## config.mk

```make
export PLATFORM = sky130hd
export DESIGN_NAME = utsph_div_cell
export DESIGN_NICKNAME = d
export VERILOG_FILES = /design/src/rtl/utsph_pkg.sv /design/src/rtl/utsph_div_cell.sv
export SDC_FILE = /design/constraint.sdc
export NUM_CORES = 1
export LEC_CHECK = 0
export ABC_CLOCK_PERIOD_IN_PS = 15200
export BUFFER_PORTS_ARGS = -buffer_cell sky130_fd_sc_hd__buf_2
export CAP_MARGIN = 20
export CORE_AREA = 5 5 122 124
export DETAILED_ROUTE_END_ITERATION = 10
export DIE_AREA = 0 0 127 129
export PLACE_DENSITY = 0.86
export RECOVER_POWER = 50
export SLEW_MARGIN = 20
export SYNTH_ARGS = -nofsm -noshare
export SYNTH_HDL_FRONTEND = slang
export SYNTH_SLANG_ARGS = --single-unit
```

## constraint.sdc

```tcl
create_clock -name clock -period 15.2 [get_ports clock]
set_clock_uncertainty 0.2 [all_clocks]
set_input_delay 2.28 -clock clock [delete_from_list [all_inputs] [get_ports clock]]
set_output_delay 2.28 -clock clock [all_outputs]
set_load 0.05 [all_outputs]
```

## src/rtl/utsph_pkg.sv

```systemverilog
// utsph_pkg: types, constants and helper functions of the uv sphere tessellator
// shared by the divider and cordic cells, the record emitter, the top level and the checker
package utsph_pkg;

   // configuration register indexes
   localparam logic [1:0] CSR_RADIUS = 2'd0;
   localparam logic [1:0] CSR_SECTORS = 2'd1;
   localparam logic [1:0] CSR_STACKS = 2'd2;

   // record kinds
   localparam logic [1:0] KIND_VERTEX = 2'd0;
   localparam logic [1:0] KIND_TRIANGLE = 2'd1;
   localparam logic [1:0] KIND_RANGE = 2'd2;

   localparam int COUNT_MAX = 256;  // largest sector or stack count
   localparam int IDX_W = 9;        // grid index and count width
   localparam int DIV_W = 42;       // dividend and quotient width
   localparam int DIV_STEPS = DIV_W;
   localparam int REM_W = 10;       // divisor is twice a 9 bit count
   localparam int KW = 20;          // vertex index width
   localparam int CORDIC_STEPS = 30;
   localparam logic signed [32:0] CORDIC_K = 33'sd652032874;

   localparam logic [31:0] ATAN_TURNS [CORDIC_STEPS] = '{
      32'h20000000, 32'h12E4051E, 32'h09FB385B, 32'h051111D4, 32'h028B0D43,
      32'h0145D7E1, 32'h00A2F61E, 32'h00517C55, 32'h0028BE53, 32'h00145F2F,
      32'h000A2F98, 32'h000517CC, 32'h00028BE6, 32'h000145F3, 32'h0000A2F9,
      32'h0000517C, 32'h000028BE, 32'h0000145F, 32'h00000A2F, 32'h00000517,
      32'h0000028B, 32'h00000145, 32'h000000A2, 32'h00000051, 32'h00000028,
      32'h00000014, 32'h0000000A, 32'h00000005, 32'h00000002, 32'h00000001
   };

   typedef struct packed {
      logic          valid;
      logic          oor;
      logic          up;
      logic          low;
      logic [KW-1:0] k1;
      logic [KW-1:0] k2;
   } side_type;

   typedef struct packed {
      logic [REM_W-1:0] rem;
      logic [DIV_W-1:0] dq;   // dividend bits shift out on top, quotient bits in below
   } div_lane_type;

   typedef struct packed {
      side_type     side;
      div_lane_type st;
      div_lane_type se;
   } div_type;

   typedef struct packed {
      logic [1:0]         quad;
      logic signed [32:0] x;
      logic signed [32:0] y;
      logic signed [32:0] z;
   } cordic_lane_type;

   typedef struct packed {
      side_type        side;
      cordic_lane_type st;
      cordic_lane_type se;
   } cordic_type;

   typedef struct packed {
      logic signed [31:0] c;
      logic signed [31:0] s;
   } trig_type;

   typedef struct packed {
      side_type           side;
      logic signed [31:0] x;
      logic signed [31:0] y;
      logic signed [31:0] z;
      logic signed [15:0] nx;
      logic signed [15:0] ny;
      logic signed [15:0] nz;
   } rec_type;

   function automatic logic signed [31:0] clamp_q30(input logic signed [32:0] v);
      logic signed [31:0] r;
      if (v > 33'sd1073741824) begin
         r = 32'sd1073741824;
      end else if (v < -33'sd1073741824) begin
         r = -32'sd1073741824;
      end else begin
         r = v[31:0];
      end
      return r;
   endfunction

   // quadrant fold of the first quadrant rotation, then clamp to one
   function automatic trig_type fold_trig(input cordic_lane_type l);
      trig_type t;
      unique case (l.quad)
         2'd0: begin
            t.c = clamp_q30(l.x);
            t.s = clamp_q30(l.y);
         end
         2'd1: begin
            t.c = clamp_q30(-l.y);
            t.s = clamp_q30(l.x);
         end
         2'd2: begin
            t.c = clamp_q30(-l.x);
            t.s = clamp_q30(-l.y);
         end
         default: begin
            t.c = clamp_q30(l.y);
            t.s = clamp_q30(-l.x);
         end
      endcase
      return t;
   endfunction

endpackage

```

## src/rtl/utsph_div_cell.sv

```systemverilog
// utsph_div_cell: one restoring division step for the stack and sector phase lanes
// depends on utsph_pkg
module utsph_div_cell (
   input  logic                        clock,
   input  logic                        reset,
   input  logic                        enable,
   input  logic [utsph_pkg::REM_W-1:0] st_div,
   input  logic [utsph_pkg::REM_W-1:0] se_div,
   input  utsph_pkg::div_type          d_in,
   output utsph_pkg::div_type          d_ff
);
   import utsph_pkg::*;

   div_type d_nx;

   function automatic div_lane_type step(input div_lane_type l, input logic [REM_W-1:0] d);
      div_lane_type r;
      logic [REM_W:0] t;
      logic           ge;
      t = {l.rem, l.dq[DIV_W-1]};
      ge = (t >= {1'b0, d});
      r.rem = ge ? REM_W'(t - {1'b0, d}) : t[REM_W-1:0];
      r.dq = {l.dq[DIV_W-2:0], ge};
      return r;
   endfunction

   always_comb begin
      d_nx = d_in;
      d_nx.st = step(d_in.st, st_div);
      d_nx.se = step(d_in.se, se_div);
   end

   always_ff @(posedge clock) begin
      if (reset) begin
         d_ff.side.valid <= 1'b0;
      end else if (enable) begin
         d_ff <= d_nx;
      end
   end

endmodule

```

==> run summary <==
Clock Latency Late Sink - 410 ps
Regs by FF count - d_ff (148)
VDD IR max - 0.0587 mV
max FFs per register - 148
Post-CTS Resized - 0
htree depth - 4
setup TNS - 0 ps
dpl ws - 10470 ps
top-count cell post-synth - edfxtp_1
layout cell share with drive strength beyond 1 - 51.3%
Post CTS Setup Buffer Count - 0
area grow syn2layout - 42.1%
post-synthesis sequential area ratio - 77.8%
global-route wire length before repair - 22600 um
setup violators final - 0
PwrDens - 141 nW/um^2
most common flop cell mapped by yosys - edfxtp_1
Syn Nets - 496
Avg Vias per Cell - 4.69
TritonCTS Sinks - 148
synth warn - 0
CP Data Required Time - 15030 ps
CP top delay family - buffers and inverters
root buf cell - clkbuf_16
Yosys cell types - 35
minimum hold slack - 366 ps
Worst path max stage delay - 2360 ps
post-layout net count - 835
Largest Register - d_ff
row cnt - 43
Reg clk slew, reported paths - 60 ps
Yosys top cell area share - 77.5%
non-filler cells, final - 838
Worst EP arrival - 6120 ps
Post-Syn Area - 5700 sq um
Routability Congestion - 0.857
Syn Inst Count - 303
Post-synth EDFFs - 147
Routed Antenna Nets - 0
max-cap violations - 1
Final Hold Viols - 0
DRT Pass-1 Iters - 4
Initial Utilization - 41.7%
via count - 3932
IO Count - 319
Worst setup EP type - flop
P_leak - 3.49 nW
vias in the first global route - 4166
clock buffer depth - 2
Tightest Hold Check Type - flop to flop
Num CTS Buffers - 17
per-cell routed wire length - 19.0 um
min Tclk post-route - 6300 ps
Residual DRC - 0
antenna violations before repair - 3
gr ovfl total - 0
crit path kind - input pin to flop
worst slew pin tran - 3360 ps
Critical Path Slowest Stage Cell - clkbuf_1
die height - 129 um
Final Max Tran Viols - 64
Final HPWL DP - 12900 um
RSZ-0062 raised after global routing - no
Final period util - 41.4%
Starting DRT DRC Count - 186
wirelength, routed - 15900 um
Synth Register Bits - 148
CTS tree - built
Max FO, Critical Path - 85
Finished Core Util - 59.2%
cell taking the most area after synthesis - edfxtp_1
asr flop ratio synth - 0%
sequence of cells on the critical path - clkbuf_1 -> nor2b_2 -> clkbuf_1 -> buf_4
PortBufs - 318
CP Buf/Inv Count - 3
GRT Total Usage - 18.6%
Core Area - 13700 sq um
Setup WS post-layout - 8900 ps
largest net degree at the start of global routing - 86
startpoint types - input pin
top post-synthesis cells by count - edfxtp_1, inv_1, ha_1, mux2_4, a21oi_1
relative slew slack - -124%
dpl cells - 803
synth top area cells - edfxtp_1, ha_1, mux2_4
Worst path most repeated cell - clkbuf_1
violated checks - max-capacitance violations, max-slew violations
fmax - 159 MHz
CTS Hold Bufs - 0
status - complete, but fails checks
syn_area_per_cell - 18.8 sq um
Die X - 127 um
die footprint - 16400 sq um
logic make-up after synthesis:
group / share of synthesized area (%)
flip-flops: 77.8
buffers and inverters: 1.80
XOR/XNOR: 2.15
AND/OR/NAND/NOR: 3.07
adder cells (fa/ha/maj): 5.09
multiplexers: 4.61
AO/OA/AOI/OAI: 5.45
stage by stage:
| stage | cell area, sq um | power (mW) |
|---|---|---|
| final | 8100 | 1.14 |
| after global routing | 8100 | 1.18 |
| after CTS | 8150 | 1.15 |
| after detailed placement | 7540 | 0.724 |
| after global placement | 7540 | 0.718 |
| after floorplan | 5700 | 0.662 |
cell type report:
cell class | count | area (sq um)
Multi-Input combinational cell | 129 | 1160
Sequential cell | 148 | 4430
Tap cell | 180 | 225
Fill cell | 1116 | 5570
Clock buffer | 19 | 433
Timing Repair Buffer | 320 | 1560
Antenna cell | 3 | 7.51
Clock inverter | 13 | 175
Inverter | 26 | 103
per-layer routing:
layer | GRT usage (%) | part of all wire (%)
met3 | 6.02 | 8.6
met2 | 33.1 | 53
met1 | 20.4 | 36
met5 | 0 | 0.082
met4 | 8.14 | 2.2
tightest hold or removal path, stage by stage, from the launching register on:
cell	delay, ps
dfxtp_1	360
mux2i_1	100
nor2_1	80
cell usage in the layout (no fill, tap or decap), drive strengths merged, types with 3 or more instances in the layout:
| master | count |
|---|---|
| a211oi | 4 |
| a21o | 5 |
| a21oi | 12 |
| buf | 281 |
| bufinv | 3 |
| clkbuf | 58 |
| clkinv | 4 |
| clkinvlp | 3 |
| diode | 3 |
| edfxtp | 147 |
| ha | 20 |
| inv | 29 |
| mux2 | 16 |
| mux2i | 3 |
| nand2 | 10 |
| nand3 | 4 |
| nor2 | 8 |
| nor2b | 4 |
| nor4 | 4 |
| o21a | 4 |
| o21ai | 4 |
| xnor2 | 10 |
| xor2 | 4 |
power breakdown:
part | internal, mW | switching [mW]
Clock | 0.261 | 0.164
Combinational | 0.0627 | 0.156
Sequential | 0.486 | 0.00852
path summary, 6_finish.rpt:
check	start	end	slack, ps	cells past startpoint
min	d_ff[147]	d_ff[147]	370	2
max	enable	d_ff[91]	8900	4
max reg2reg	d_ff[147]	d_ff[147]	14340	2
min reg2reg	d_ff[147]	d_ff[147]	370	2
Power figures use the tool's default switching activity.
