--- config.mk ---
export PLATFORM = sky130hd
export DESIGN_NAME = utsph_emit
export DESIGN_NICKNAME = d
export VERILOG_FILES = /design/src/rtl/utsph_pkg.sv /design/src/rtl/utsph_emit.sv
export SDC_FILE = /design/constraint.sdc
export NUM_CORES = 1
export LEC_CHECK = 0
export ABC_CLOCK_PERIOD_IN_PS = 17650
export BUFFER_PORTS_ARGS = -buffer_cell sky130_fd_sc_hd__buf_2
export CAP_MARGIN = 20
export CORE_UTILIZATION = 47
export CTS_CLUSTER_DIAMETER = 100
export CTS_CLUSTER_SIZE = 40
export DETAILED_ROUTE_END_ITERATION = 10
export HOLD_SLACK_MARGIN = 0.03
export PLACE_DENSITY = 0.78
export REMOVE_ABC_BUFFERS = 1
export SLEW_MARGIN = 15
export SYNTH_ARGS = -nofsm -noshare
export SYNTH_HDL_FRONTEND = slang
export SYNTH_SLANG_ARGS = --single-unit
--- constraint.sdc ---
create_clock -name clock -period 17.65 [get_ports clock]
set_input_delay 4.4125 -clock clock [delete_from_list [all_inputs] [get_ports clock]]
set_output_delay 4.4125 -clock clock [all_outputs]
set_load 0.02 [all_outputs]
--- src/rtl/utsph_pkg.sv ---
// utsph_pkg: types, constants and helper functions of the uv sphere tessellator
// shared by the divider and cordic cells, the record emitter, the top level and the checker
package utsph_pkg;

   // configuration register indexes
   localparam logic [1:0] CSR_RADIUS = 2'd0;
   localparam logic [1:0] CSR_SECTORS = 2'd1;
   localparam logic [1:0] CSR_STACKS = 2'd2;

   // record kinds
   localparam logic [1:0] KIND_VERTEX = 2'd0;
   localparam logic [1:0] KIND_TRIANGLE = 2'd1;
   localparam logic [1:0] KIND_RANGE = 2'd2;

   localparam int COUNT_MAX = 256;  // largest sector or stack count
   localparam int IDX_W = 9;        // grid index and count width
   localparam int DIV_W = 42;       // dividend and quotient width
   localparam int DIV_STEPS = DIV_W;
   localparam int REM_W = 10;       // divisor is twice a 9 bit count
   localparam int KW = 20;          // vertex index width
   localparam int CORDIC_STEPS = 30;
   localparam logic signed [32:0] CORDIC_K = 33'sd652032874;

   localparam logic [31:0] ATAN_TURNS [CORDIC_STEPS] = '{
      32'h20000000, 32'h12E4051E, 32'h09FB385B, 32'h051111D4, 32'h028B0D43,
      32'h0145D7E1, 32'h00A2F61E, 32'h00517C55, 32'h0028BE53, 32'h00145F2F,
      32'h000A2F98, 32'h000517CC, 32'h00028BE6, 32'h000145F3, 32'h0000A2F9,
      32'h0000517C, 32'h000028BE, 32'h0000145F, 32'h00000A2F, 32'h00000517,
      32'h0000028B, 32'h00000145, 32'h000000A2, 32'h00000051, 32'h00000028,
      32'h00000014, 32'h0000000A, 32'h00000005, 32'h00000002, 32'h00000001
   };

   typedef struct packed {
      logic          valid;
      logic          oor;
      logic          up;
      logic          low;
      logic [KW-1:0] k1;
      logic [KW-1:0] k2;
   } side_type;

   typedef struct packed {
      logic [REM_W-1:0] rem;
      logic [DIV_W-1:0] dq;   // dividend bits shift out on top, quotient bits in below
   } div_lane_type;

   typedef struct packed {
      side_type     side;
      div_lane_type st;
      div_lane_type se;
   } div_type;

   typedef struct packed {
      logic [1:0]         quad;
      logic signed [32:0] x;
      logic signed [32:0] y;
      logic signed [32:0] z;
   } cordic_lane_type;

   typedef struct packed {
      side_type        side;
      cordic_lane_type st;
      cordic_lane_type se;
   } cordic_type;

   typedef struct packed {
      logic signed [31:0] c;
      logic signed [31:0] s;
   } trig_type;

   typedef struct packed {
      side_type           side;
      logic signed [31:0] x;
      logic signed [31:0] y;
      logic signed [31:0] z;
      logic signed [15:0] nx;
      logic signed [15:0] ny;
      logic signed [15:0] nz;
   } rec_type;

   function automatic logic signed [31:0] clamp_q30(input logic signed [32:0] v);
      logic signed [31:0] r;
      if (v > 33'sd1073741824) begin
         r = 32'sd1073741824;
      end else if (v < -33'sd1073741824) begin
         r = -32'sd1073741824;
      end else begin
         r = v[31:0];
      end
      return r;
   endfunction

   // quadrant fold of the first quadrant rotation, then clamp to one
   function automatic trig_type fold_trig(input cordic_lane_type l);
      trig_type t;
      unique case (l.quad)
         2'd0: begin
            t.c = clamp_q30(l.x);
            t.s = clamp_q30(l.y);
         end
         2'd1: begin
            t.c = clamp_q30(-l.y);
            t.s = clamp_q30(l.x);
         end
         2'd2: begin
            t.c = clamp_q30(-l.x);
            t.s = clamp_q30(-l.y);
         end
         default: begin
            t.c = clamp_q30(l.y);
            t.s = clamp_q30(-l.x);
         end
      endcase
      return t;
   endfunction

endpackage

--- src/rtl/utsph_emit.sv ---
// utsph_emit: turns one finished grid point into its vertex and triangle words or one range word
// depends on utsph_pkg
module utsph_emit (
   input  logic               clock,
   input  logic               reset,
   input  utsph_pkg::rec_type in_rec,
   output logic               in_ready,
   output logic               rsp_tvalid,
   input  logic               rsp_tready,
   output logic [143:0]       rsp_tdata,   // value_a, value_b, value_c, normal_x, normal_y, normal_z
   output logic [1:0]         rsp_tuser,   // record_kind
   output logic               rsp_tlast    // last_record
);
   import utsph_pkg::*;

   typedef enum logic [1:0] {VERTEX_STEP, UPPER_STEP, LOWER_STEP} step_type;

   rec_type  hold_ff;
   logic     busy_ff;
   step_type step_ff;
   logic     cur_last;
   logic [31:0] ka;
   logic [31:0] kb;
   logic [31:0] kc;

   always_comb begin
      if (hold_ff.side.oor) begin
         cur_last = 1'b1;
      end else begin
         unique case (step_ff)
            VERTEX_STEP: cur_last = !(hold_ff.side.up || hold_ff.side.low);
            UPPER_STEP:  cur_last = !hold_ff.side.low;
            default:     cur_last = 1'b1;
         endcase
      end
   end

   assign in_ready = !busy_ff || (rsp_tready && cur_last);
   assign rsp_tvalid = busy_ff;
   assign rsp_tlast = cur_last;

   always_comb begin
      ka = 32'(hold_ff.side.k1);
      kb = 32'(hold_ff.side.k2);
      kc = 32'(hold_ff.side.k1) + 32'd1;
      if (step_ff == LOWER_STEP) begin
         ka = 32'(hold_ff.side.k1) + 32'd1;
         kc = 32'(hold_ff.side.k2) + 32'd1;
      end
      if (hold_ff.side.oor) begin
         rsp_tuser = KIND_RANGE;
         rsp_tdata = '0;
      end else if (step_ff == VERTEX_STEP) begin
         rsp_tuser = KIND_VERTEX;
         rsp_tdata = {hold_ff.nz, hold_ff.ny, hold_ff.nx, hold_ff.z, hold_ff.y, hold_ff.x};
      end else begin
         rsp_tuser = KIND_TRIANGLE;
         rsp_tdata = {48'd0, kc, kb, ka};
      end
   end

   always_ff @(posedge clock) begin
      if (reset) begin
         busy_ff <= 1'b0;
         step_ff <= VERTEX_STEP;
      end else if (in_ready) begin
         busy_ff <= in_rec.side.valid;
         step_ff <= VERTEX_STEP;
         hold_ff <= in_rec;
      end else if (rsp_tready) begin
         // not last, so there is a following triangle word
         if (step_ff == VERTEX_STEP && hold_ff.side.up) begin
            step_ff <= UPPER_STEP;
         end else begin
            step_ff <= LOWER_STEP;
         end
      end
   end

endmodule

==> impl_metrics.json <==
{
  "setup-violations-final": 0,
  "end_kind": "primary output",
  "finish.net_count": 1188,
  "wire_per_inst_um": 18.8,
  "critical_path_arrival_ns": 4.95,
  "postRouteAntennaNets": 0,
  "tightestPinTransition_ns": 1.11,
  "grt.overflow.total": 0,
  "totalPowerFinal_mw": 1.07,
  "height_of_the_die_um": 136,
  "yosysTopAreaCellShare": 0.662,
  "detail_route.drc_violations": 0,
  "post_route_cells_drive_above_1_share": 0.391,
  "number_of_global_route_vias_before_repair": 6290,
  "finalClockSkew_ns": 0.0106,
  "chipWidth_um": 136,
  "gp_congestion": 0.874,
  "core_area_um2": 17500,
  "initial_antenna_violation_count": 6,
  "clock_path_buffers": 2,
  "fin_ws_ns": 8.29,
  "drv_cap": 0,
  "clk_root_buffer_cell": "sky130_fd_sc_hd__clkbuf_16",
  "finalWorstPathRequiredPeriod_ns": 9.36,
  "cts.htree.levels": 4,
  "clock_slew_seen_by_the_registers_of_the_worst_setup_and_hold_paths_ns": 0.08,
  "slew_headroom": 0.262,
  "cts_made_buffers": 17,
  "synthArstFlopShare": 0,
  "ys.flop_type": "sky130_fd_sc_hd__edfxtp_1",
  "cts_tree": "done",
  "setup_total_negative_slack_ns": 0,
  "ys_seq_area_frac": 0.669,
  "detail_route.vias_per_cell": 5.44,
  "critPathRequiredTime_ns": 13.24,
  "final_hold_viol_count": 0,
  "clock_insertion_delay_at_the_later_pin_of_the_skew_report_ns": 0.43,
  "buffer_ports.inserted": 339,
  "worstHoldPathType": "register to register",
  "synth.area.top_cells": "sky130_fd_sc_hd__edfxtp_1 (66%), sky130_fd_sc_hd__and3_1 (6.5%), sky130_fd_sc_hd__nand2_1 (2.7%), sky130_fd_sc_hd__a21oi_1 (2.4%), sky130_fd_sc_hd__nor2_1 (2.0%)",
  "fin_hold_ws_ns": 0.562,
  "number_of_standard_cells_after_synthesis": 687,
  "core.rowCount": 48,
  "type_of_the_worst_setup_path": "input pin to primary output",
  "postSynthRegisterBits": 190,
  "final.period_utilization": 0.530,
  "total_leakage_power_nw": 4.74,
  "outcome": "finished clean",
  "io_pins": 340,
  "worst_setup_path_start_kind": "input pin",
  "mappedNetlistArea_um2": 8490,
  "dpl.hpwl_um": 16200,
  "power_density_nw_per_um2": 97.5,
  "yosys.area.top_type": "sky130_fd_sc_hd__edfxtp_1",
  "post-cts-setup-buffer-count": 0,
  "cts_resized": 0,
  "place_worst_setup_slack_ns": 8.29,
  "route.final.wire_length_um": 23200,
  "starting_drc_count_in_detailed_routing": 448,
  "crit_fanout": 4,
  "synth_enable_flop_cells": 187,
  "synth.distinct_cells": 46,
  "start_util": 0.486,
  "rsz0062_at_grt": "false",
  "grt.total_usage": 0.245,
  "yosysWarnings": 0,
  "postSynthAreaPerCell_um2": 12.4,
  "layout_stage_area_growth_over_the_synthesis_result_pct": 28.9,
  "fp.dieArea_um2": 18600,
  "grt_max_degree": 188,
  "firstDrtPassIters": 5,
  "irDropWorstVdd_uv": 114,
  "routed-via-count": 6731,
  "cts_num_sinks": 190,
  "fmaxAchievable_ghz": 0.107,
  "slew_violations": 0,
  "holdBufCountCts": 0,
  "grt_pass1_wl_um": 33600
}
## routing by layer
metal	vias to the layer above	share of wire	GRT usage
met5	-	0.00095	0
met4	4	0.030	0.108
met3	41	0.10	0.0813
met2	340	0.49	0.415
met1	3139	0.37	0.281
li1	3207	-	-
## final cells by class
type,count,area (um2)
sequential,190,5680
clock buffer,17,425
timing repair buffer,345,1750
clock inverter,15,194
tap,225,282
multi-input combinational,434,2570
fill,1345,6530
inverter,7,26.3
antenna,4,10.0
## synth_stat cells, drive strengths merged, types with 6 or more instances
master / instances
a22oi: 15
o21ai: 18
a211oi: 9
mux2i: 11
nor4: 9
inv: 6
nor2: 46
nand3: 17
edfxtp: 187
nand4: 10
clkbuf: 43
nor3: 21
xnor2: 12
xor2: 15
a21oi: 41
buf: 13
o22ai: 16
and3: 88
nand2: 62
## per-stage QoR
stage,utilization,instances,instance area (um2)
2_1_floorplan,-,631,8260
3_3_place_gp,0.590,1201,10300
3_5_place_dp,0.590,1201,10300
4_1_cts,0.626,1233,10900
5_1_grt,0.626,1233,10900
6_report,0.626,1237,10900
## logic make-up after synthesis
logic type,after synthesis,synth area share
simple gates,275,0.169
flops,190,0.669
compound gates,117,0.0859
buf+inv,63,0.0302
xor+xnor,27,0.0279
mux,13,0.0156
fa+ha+maj,2,0.00295
## cells in the final DEF, fill, tap and decap left out, types with 6 or more instances in the layout
cell / netlist / layout
sky130_fd_sc_hd__a21oi_1: 41 / 40
sky130_fd_sc_hd__nor3_1: 20 / 20
sky130_fd_sc_hd__clkinv_8: 0 / 8
sky130_fd_sc_hd__nor2_1: 46 / 45
sky130_fd_sc_hd__o21ai_0: 17 / 17
sky130_fd_sc_hd__inv_1: 6 / 6
sky130_fd_sc_hd__and3_1: 88 / 88
sky130_fd_sc_hd__nand4_1: 9 / 9
sky130_fd_sc_hd__xnor2_1: 12 / 12
sky130_fd_sc_hd__clkbuf_16: 0 / 17
sky130_fd_sc_hd__xor2_1: 15 / 15
sky130_fd_sc_hd__a22oi_1: 15 / 15
sky130_fd_sc_hd__edfxtp_1: 187 / 187
sky130_fd_sc_hd__mux2i_1: 11 / 11
sky130_fd_sc_hd__a211oi_1: 9 / 9
sky130_fd_sc_hd__nor4_1: 7 / 7
sky130_fd_sc_hd__nand3_1: 17 / 17
sky130_fd_sc_hd__buf_2: 3 / 339
sky130_fd_sc_hd__nand2_1: 62 / 62
sky130_fd_sc_hd__o22ai_1: 16 / 16
## final timing paths
| check | from | endpoint | slack, ns | cells past startpoint |
|---|---|---|---|---|
| setup / recovery | rsp_tready | in_ready | 8.29 | 4 |
| hold / removal | rsp_tvalid$_SDFFE_PP0P_ | step_ff[0]$_SDFFE_PP0P_ | 0.56 | 2 |
| setup reg to reg | step_ff[1]$_SDFFE_PP0P_ | hold_ff[53]$_DFFE_PP_ | 14.52 | 6 |
| hold reg to reg | rsp_tvalid$_SDFFE_PP0P_ | step_ff[0]$_SDFFE_PP0P_ | 0.56 | 2 |
## state kept, by name (all words and copies together), names as in the netlist
| name | flops |
|---|---|
| step_ff | 2 |
| hold_ff | 187 |
| rsp_tvalid | 1 |
## report_power, final
part	switching [mW]	total (mW)	internal, mW
Clock	0.193	0.387	0.193
Combinational	0.0868	0.137	0.0506
Sequential	0.0140	0.543	0.529
## worst max-delay path, stage by stage
cell and delay [ns]:
sky130_fd_sc_hd__buf_2 0.11, sky130_fd_sc_hd__nand2_1 0.10, sky130_fd_sc_hd__nand2_1 0.14, sky130_fd_sc_hd__buf_2 0.18
Note: power is estimated with default switching activity, not from simulation.
