### src/rtl/utsph_pkg.sv
// utsph_pkg: types, constants and helper functions of the uv sphere tessellator
// shared by the divider and cordic cells, the record emitter, the top level and the checker
package utsph_pkg;

   // configuration register indexes
   localparam logic [1:0] CSR_RADIUS = 2'd0;
   localparam logic [1:0] CSR_SECTORS = 2'd1;
   localparam logic [1:0] CSR_STACKS = 2'd2;

   // record kinds
   localparam logic [1:0] KIND_VERTEX = 2'd0;
   localparam logic [1:0] KIND_TRIANGLE = 2'd1;
   localparam logic [1:0] KIND_RANGE = 2'd2;

   localparam int COUNT_MAX = 256;  // largest sector or stack count
   localparam int IDX_W = 9;        // grid index and count width
   localparam int DIV_W = 42;       // dividend and quotient width
   localparam int DIV_STEPS = DIV_W;
   localparam int REM_W = 10;       // divisor is twice a 9 bit count
   localparam int KW = 20;          // vertex index width
   localparam int CORDIC_STEPS = 30;
   localparam logic signed [32:0] CORDIC_K = 33'sd652032874;

   localparam logic [31:0] ATAN_TURNS [CORDIC_STEPS] = '{
      32'h20000000, 32'h12E4051E, 32'h09FB385B, 32'h051111D4, 32'h028B0D43,
      32'h0145D7E1, 32'h00A2F61E, 32'h00517C55, 32'h0028BE53, 32'h00145F2F,
      32'h000A2F98, 32'h000517CC, 32'h00028BE6, 32'h000145F3, 32'h0000A2F9,
      32'h0000517C, 32'h000028BE, 32'h0000145F, 32'h00000A2F, 32'h00000517,
      32'h0000028B, 32'h00000145, 32'h000000A2, 32'h00000051, 32'h00000028,
      32'h00000014, 32'h0000000A, 32'h00000005, 32'h00000002, 32'h00000001
   };

   typedef struct packed {
      logic          valid;
      logic          oor;
      logic          up;
      logic          low;
      logic [KW-1:0] k1;
      logic [KW-1:0] k2;
   } side_type;

   typedef struct packed {
      logic [REM_W-1:0] rem;
      logic [DIV_W-1:0] dq;   // dividend bits shift out on top, quotient bits in below
   } div_lane_type;

   typedef struct packed {
      side_type     side;
      div_lane_type st;
      div_lane_type se;
   } div_type;

   typedef struct packed {
      logic [1:0]         quad;
      logic signed [32:0] x;
      logic signed [32:0] y;
      logic signed [32:0] z;
   } cordic_lane_type;

   typedef struct packed {
      side_type        side;
      cordic_lane_type st;
      cordic_lane_type se;
   } cordic_type;

   typedef struct packed {
      logic signed [31:0] c;
      logic signed [31:0] s;
   } trig_type;

   typedef struct packed {
      side_type           side;
      logic signed [31:0] x;
      logic signed [31:0] y;
      logic signed [31:0] z;
      logic signed [15:0] nx;
      logic signed [15:0] ny;
      logic signed [15:0] nz;
   } rec_type;

   function automatic logic signed [31:0] clamp_q30(input logic signed [32:0] v);
      logic signed [31:0] r;
      if (v > 33'sd1073741824) begin
         r = 32'sd1073741824;
      end else if (v < -33'sd1073741824) begin
         r = -32'sd1073741824;
      end else begin
         r = v[31:0];
      end
      return r;
   endfunction

   // quadrant fold of the first quadrant rotation, then clamp to one
   function automatic trig_type fold_trig(input cordic_lane_type l);
      trig_type t;
      unique case (l.quad)
         2'd0: begin
            t.c = clamp_q30(l.x);
            t.s = clamp_q30(l.y);
         end
         2'd1: begin
            t.c = clamp_q30(-l.y);
            t.s = clamp_q30(l.x);
         end
         2'd2: begin
            t.c = clamp_q30(-l.x);
            t.s = clamp_q30(-l.y);
         end
         default: begin
            t.c = clamp_q30(l.y);
            t.s = clamp_q30(-l.x);
         end
      endcase
      return t;
   endfunction

endpackage

### src/rtl/utsph_cordic_cell.sv
// utsph_cordic_cell: one cordic rotation of a fixed step for both angle lanes
// depends on utsph_pkg
module utsph_cordic_cell #(
   parameter int STEP = 0
) (
   input  logic                  clock,
   input  logic                  reset,
   input  logic                  enable,
   input  utsph_pkg::cordic_type c_in,
   output utsph_pkg::cordic_type c_ff
);
   import utsph_pkg::*;

   localparam logic signed [32:0] ANGLE = 33'(ATAN_TURNS[STEP]);

   cordic_type c_nx;

   function automatic cordic_lane_type rotate(input cordic_lane_type l);
      cordic_lane_type r;
      logic signed [32:0] dx;
      logic signed [32:0] dy;
      dx = l.y >>> STEP;
      dy = l.x >>> STEP;
      r.quad = l.quad;
      if (!l.z[32]) begin
         r.x = l.x - dx;
         r.y = l.y + dy;
         r.z = l.z - ANGLE;
      end else begin
         r.x = l.x + dx;
         r.y = l.y - dy;
         r.z = l.z + ANGLE;
      end
      return r;
   endfunction

   always_comb begin
      c_nx = c_in;
      c_nx.st = rotate(c_in.st);
      c_nx.se = rotate(c_in.se);
   end

   always_ff @(posedge clock) begin
      if (reset) begin
         c_ff.side.valid <= 1'b0;
      end else if (enable) begin
         c_ff <= c_nx;
      end
   end

endmodule

### config.mk
export PLATFORM = sky130hd
export DESIGN_NAME = utsph_cordic_cell
export DESIGN_NICKNAME = d
export VERILOG_FILES = /design/src/rtl/utsph_pkg.sv /design/src/rtl/utsph_cordic_cell.sv
export SDC_FILE = /design/constraint.sdc
export NUM_CORES = 1
export LEC_CHECK = 0
export BUFFER_PORTS_ARGS = -buffer_cell sky130_fd_sc_hd__buf_2
export CAP_MARGIN = 20
export CORE_MARGIN = 2
export CORE_UTILIZATION = 30
export CTS_CLUSTER_SIZE = 28
export DETAILED_ROUTE_END_ITERATION = 7
export PLACE_DENSITY_LB_ADDON = 0.25
export SLEW_MARGIN = 20
export SYNTH_ARGS = -nofsm -noshare
export SYNTH_HDL_FRONTEND = slang
export SYNTH_SLANG_ARGS = --single-unit
export TNS_END_PERCENT = 30
### constraint.sdc
create_clock -name clock -period 34.1 [get_ports clock]
set_clock_uncertainty 0.1 [all_clocks]
set_input_delay 1.705 -clock clock [delete_from_list [all_inputs] [get_ports clock]]
set_output_delay 1.705 -clock clock [all_outputs]
set_load 0.02 [all_outputs]
==> impl_metrics.ini, run 1 <==
[outcome]
status = complete, no violations

[logic_synthesis]
synth.area.top_cells = edfxtp_1, ha_1, a21oi_1, xnor2_1, inv_1
yosys_register_bits = 244
synth_simple_gate_area_share_pct = 12.1
synth_mux_area_share_pct = 1.51
synthAdderAreaFrac_pct = 14.0
synth.distinct_cells = 85
synth_top_family_by_area = compound AO/OA/AOI/OAI gates
synthMostInstantiatedCell = edfxtp_1
yosys-top-cells-count = edfxtp_1, a21oi_1, ha_1
synth_edf_count = 243
netlist_area_um2 = 18600
yosysWarnings = 0
synthXorXnorAreaFrac_pct = 5.88
yosysTopAreaCell = edfxtp_1
ys.flop_type = edfxtp_1
synthCells = 1969
synth_area_per_cell_um2 = 9.45
ys_seq_area_share_pct = 39.3
synth_compound_area_share_pct = 21.1
synth_top_area_share_pct = 39.2
syn_nets = 2422
async_flop_share_pct = 0

[critical_path]
path_buf_inv = 3
crit_path_top_delay_cell = a21boi_1
crit_chain = buf_2 > inv_1 > ha_1 > inv_1 > a2111oi_2 > nor4b_4 > o31ai_1 > a21boi_1 > o31ai_2 > a221oi_2 > o221ai_1 > xnor2_1
cp.depth = 12
cp.arrival_ns = 5.16
cp_max_fo = 11
cp-end-kind = register
reg2regPathDepth = 2
start_kind = input port
path_delay_family = compound AO/OA/AOI/OAI gates
cp.required_ns = 34.32
cp_slowest_stage_delay_ns = 0.53
critPathMostFrequentCell = inv_1
crit_type = in2reg

[grt]
antenna_found_initial = 5
grt_pass1_wl_um = 98400
track_usage_pct = 19.8
grt_pass1_vias = 16775
grt_max_degree = 72
grt_overflow = 0

[finish]
top_register = c_ff
postLayoutCoreUtil_pct = 36.9
multi_input_area_um2 = 10200
stdcell_count = 3223
regArea_um2 = 7320
largest_reg_flops = 244
nNetsFinal = 2864
reg.largest.list = c_ff x244
fin_area_um2 = 22700
fillers = 6327
syn2layout_area_growth_pct = 21.9
drive_gt1_share_pct = 23.8

[sta]
finalSetupViolations = 0
drv_slew = 0
rsz0062_at_grt = false
min_period_ns = 4.94
max-slew-margin-rel_pct = 31.0
fmax_mhz = 203
tns_ns = 0
worstMarginPinSlew_ns = 1.03
worst_slack_ns = 29.16
fin_crit_sh_pct = 14.5
fin_hold_ws_ns = 0.410
final_hold_viol_count = 0

[min_path]
hp-class = reg2reg
hold-path-cell-count = 2

[place]
port_buffers = 494
dpl_cell_area_um2 = 21800
pre_cts_ws_ns = 28.70
dp.cells = 3169
gp_congestion = 0.946
dpl.hpwl_um = 52600

[drt]
wire_per_inst_um = 20.6
viasPerCell = 5.16
first_iter_violations = 1349
drt_wl_total_um = 66300
ant_nets = 0
via_count = 16625
drc = 0
dr.pass1.iters = 5

[cts]
clock-root-buffer = clkbuf_16
ctsHoldBuffers = 0
cts_resized = 0
clock_path_buffers = 3
cts_sinks = 244
cts_max_level = 1
cts_tree = yes
path_clk_slew_ns = 0.06
cts_buffers = 30
cts_setup_buffers = 0
worstSkewPairLatency_ns = 0.58

[job]
max_cap_viol_count = 0

[die]
die_w_um = 253
boundaryPins = 495
core_um2 = 61500
rows = 91
die_h_um = 253
start_util_pct = 30.3
dieArea_um2 = 64100

[power_and_ir_drop]
finalPower_mw = 1.00
power.density_nw_per_um2 = 44.3
worst_ir_drop_vdd_mv = 0.0313
leakagePower_nw = 9.94
power by group:
part / switching, mW / leakage, nW / internal, mW
Combinational: 0.206 / 7.21 / 0.110
Clock: 0.132 / 0.446 / 0.179
Sequential: 0.00783 / 2.29 / 0.370
worst reg2reg max path, stage by stage (launching register included):
cell and delay [ns]:
dfxtp_1 0.31, mux2i_1 0.12, nor2_1 0.05
final timing paths:
check,from,slack (ns),end
worst max-delay path,c_in[143],29.16,c_ff[164]$_DFFE_PP_
worst min-delay path,c_ff[245]$_SDFFE_PP0P_,0.41,c_ff[245]$_SDFFE_PP0P_
worst max register to register,c_ff[245]$_SDFFE_PP0P_,33.41,c_ff[245]$_SDFFE_PP0P_
worst min register to register,c_ff[245]$_SDFFE_PP0P_,0.41,c_ff[245]$_SDFFE_PP0P_
layout make-up:
cell class	instances	area share, %
clock buffers	36	3.50
well taps	790	4.35
multi-input cells	1434	44.9
inverters	198	3.27
flip-flops and latches	244	32.2
clock inverters	15	0.557
diodes	3	0.0331
repair buffers	503	11.2
placed cells by master, fill, tap and decap left out, types with 21 or more instances in the layout:
cell	instances
buf_2	494
nand2_1	106
o21ai_0	136
inv_1	194
nand3_1	23
mux2i_1	28
a211oi_1	24
ha_1	196
clkbuf_16	31
xor2_1	24
a21o_1	47
nand4_1	21
xnor2_1	101
nor2b_1	25
o21bai_1	29
edfxtp_1	243
nor3_1	36
a21oi_1	196
nor2_1	160
cells by family (layout without fill, tap and decap cells):
group / Yosys count / after routing
AO/OA/AOI/OAI: 610 / 610
AND/OR/NAND/NOR: 467 / 467
buffers and inverters: 291 / 752
flip-flops: 244 / 244
adder cells (fa/ha/maj): 204 / 204
XOR/XNOR: 125 / 125
multiplexers: 28 / 28
other: 0 / 3
layer usage:
metal	wire length, um	track usage (%)	part of all wire [%]	vias up
li1	-	-	-	7955
met3	3200	2.32	4.8	99
met5	0	0	0	-
met2	33400	35.5	50	562
met1	28000	24.8	42	8009
met4	1700	5.68	2.6	0
Note: power is estimated with default switching activity, not from simulation.
==> inputs of run 2 (changes only) <==
==> constraint.sdc (replaced) <==
create_clock -name clock -period 4.85 [get_ports clock]
set_clock_uncertainty 0.1 [all_clocks]
set_input_delay 0.2425 -clock clock [delete_from_list [all_inputs] [get_ports clock]]
set_output_delay 0.2425 -clock clock [all_outputs]
set_load 0.02 [all_outputs]
==> run 2 against run 1 <==
Net effect:
- sequential power rose to 7.0 times the previous value
- count of clock-buffer cells in the layout down 3
- sequential cell count unchanged
- combinational power rose to 7.3 times the previous value
- final area increased by 5.6%
- critical path depth is 1 higher
- non-clock buffer count grew 123
- first-iteration DRC count increased by 10%
- largest cell class unchanged
==> impl_metrics.ini, run 2 (synthesis results as in run 1) <==
[outcome]
status = complete, no violations

[job]
max_cap_viol_count = 0

[grt]
grt_overflow = 0
track_usage_pct = 19.8
grt_max_degree = 131
grt_pass1_vias = 17120
grt_pass1_wl_um = 99000
antenna_found_initial = 7

[power_and_ir_drop]
worst_ir_drop_vdd_mv = 0.259
seq_power_share_pct = 37.2
p_switching_mw = 2.47
internal_power_mw = 4.68
power.density_nw_per_um2 = 298
p_sw_share_pct = 34.5
power_frac_clock_pct = 30.6
pwr-share-comb_pct = 32.2
leakagePower_nw = 10.5

[drt]
via_count = 17191
drt_wl_total_um = 66300
wire_per_inst_um = 19.8
first_iter_violations = 1484
ant_nets = 0
dr.pass1.iters = 5
drc = 0
viasPerCell = 5.13

[critical_path]
r2r-start = c_ff[245]$_SDFFE_PP0P_
crit_start = c_in[66]
cp.required_ns = 5.08
start_kind = input port
cp_max_fo = 5
crit_type = in2reg
cp-end-kind = register
cp.arrival_ns = 4.06
reg2regPathDepth = 3

[sta]
fmax_mhz = 261
min_period_ns = 3.83
drv_slew = 0
finalSetupViolations = 0
worstMarginPinSlew_ns = 0.914
final_hold_viol_count = 0
rsz0062_at_grt = false
worst_slack_ns = 1.02
max-slew-margin-rel_pct = 38.1
tns_ns = 0
fin_crit_sh_pct = 79.0

[die]
die_h_um = 253
rows = 91
boundaryPins = 495
core_um2 = 61500
start_util_pct = 30.3
die_w_um = 253
dieArea_um2 = 64100

[place]
gp_congestion = 0.944
port_buffers = 494
pre_cts_ws_ns = 1.02
dpl.hpwl_um = 52000

[min_path]
hold_start = c_in[33]
hold-path-cell-count = 4
hp-class = in2reg

[cts]
ctsHoldBuffers = 116
worstSkewPairLatency_ns = 0.59
clock_path_buffers = 3
cts_sinks = 244
cts_tree = yes
cts_setup_buffers = 0
cts_buffers = 30
cts_max_level = 1
cts_resized = 0
clock-root-buffer = clkbuf_16
path_clk_slew_ns = 0.06

[finish]
reg.largest.list = c_ff x244
drive_gt1_share_pct = 23.2
postLayoutCoreUtil_pct = 39.0
layout_common_cells = buf_2, edfxtp_1, a21oi_1, ha_1, inv_1
top_register = c_ff
largest_reg_flops = 244
mostFrequentLayoutCell = buf_2
nNetsFinal = 2987
syn2layout_area_growth_pct = 28.7
## run 2: area by class of cell
class	count	area, um2
inverters	198	743
diodes	3	7.51
fillers	6204	37500
flip-flops and latches	244	7320
clock buffers	33	762
clock inverters	20	184
multi-input cells	1434	10200
repair buffers	626	3780
well taps	790	988
## run 2: final timing paths
check	to	slack, ns
max	c_ff[96]$_DFFE_PP_	1.02
min reg2reg	c_ff[245]$_SDFFE_PP0P_	0.97
max reg2reg	c_ff[245]$_SDFFE_PP0P_	3.60
min	c_ff[66]$_DFFE_PP_	0.03
## run 2: through the flow
step | hold WS, ns | cell area, um2 | std cells | total power, mW
global placement | 0.319 | 21800 | 3176 | 4.90
floorplan | 0.215 | 18600 | 1969 | 4.13
finish | 0.0340 | 24000 | 3348 | 7.15
CTS | 0.00579 | 24000 | 3345 | 7.22
global route | 0.0397 | 24000 | 3348 | 7.51
detailed placement | 0.321 | 21800 | 3176 | 4.91
## run 2: per-layer routing
metal  up-vias  global-route usage (%)  part of all wire [%]
met5         -                       0                 0.050
met4         6                    7.37                   3.6
met3       124                    2.59                   4.9
met2       584                    34.5                    49
met1      8270                    24.9                    42
li1       8207                       -                     -
## run 2: worst max-delay path, cell delays in order
cell and delay [ns]:
dlygate4sd3_1 0.54, buf_2 0.15, ha_1 0.22, fa_1 0.46
nor2b_1 0.19, nor3_1 0.32, o21ai_0 0.24, a311oi_2 0.59
o31ai_2 0.22, a31oi_1 0.38, o21ai_0 0.19, a22oi_1 0.21
xor2_1 0.11
## run 2: power groups by stage
stage / sequential [mW] / combinational [mW] / clock, mW
final: 2.66 / 2.30 / 2.19
after global routing: 2.68 / 2.49 / 2.34
after CTS: 2.66 / 2.29 / 2.26
after detailed placement: 2.70 / 2.21 / 0
after global placement: 2.70 / 2.21 / 0
after floorplan: 2.95 / 1.18 / 0
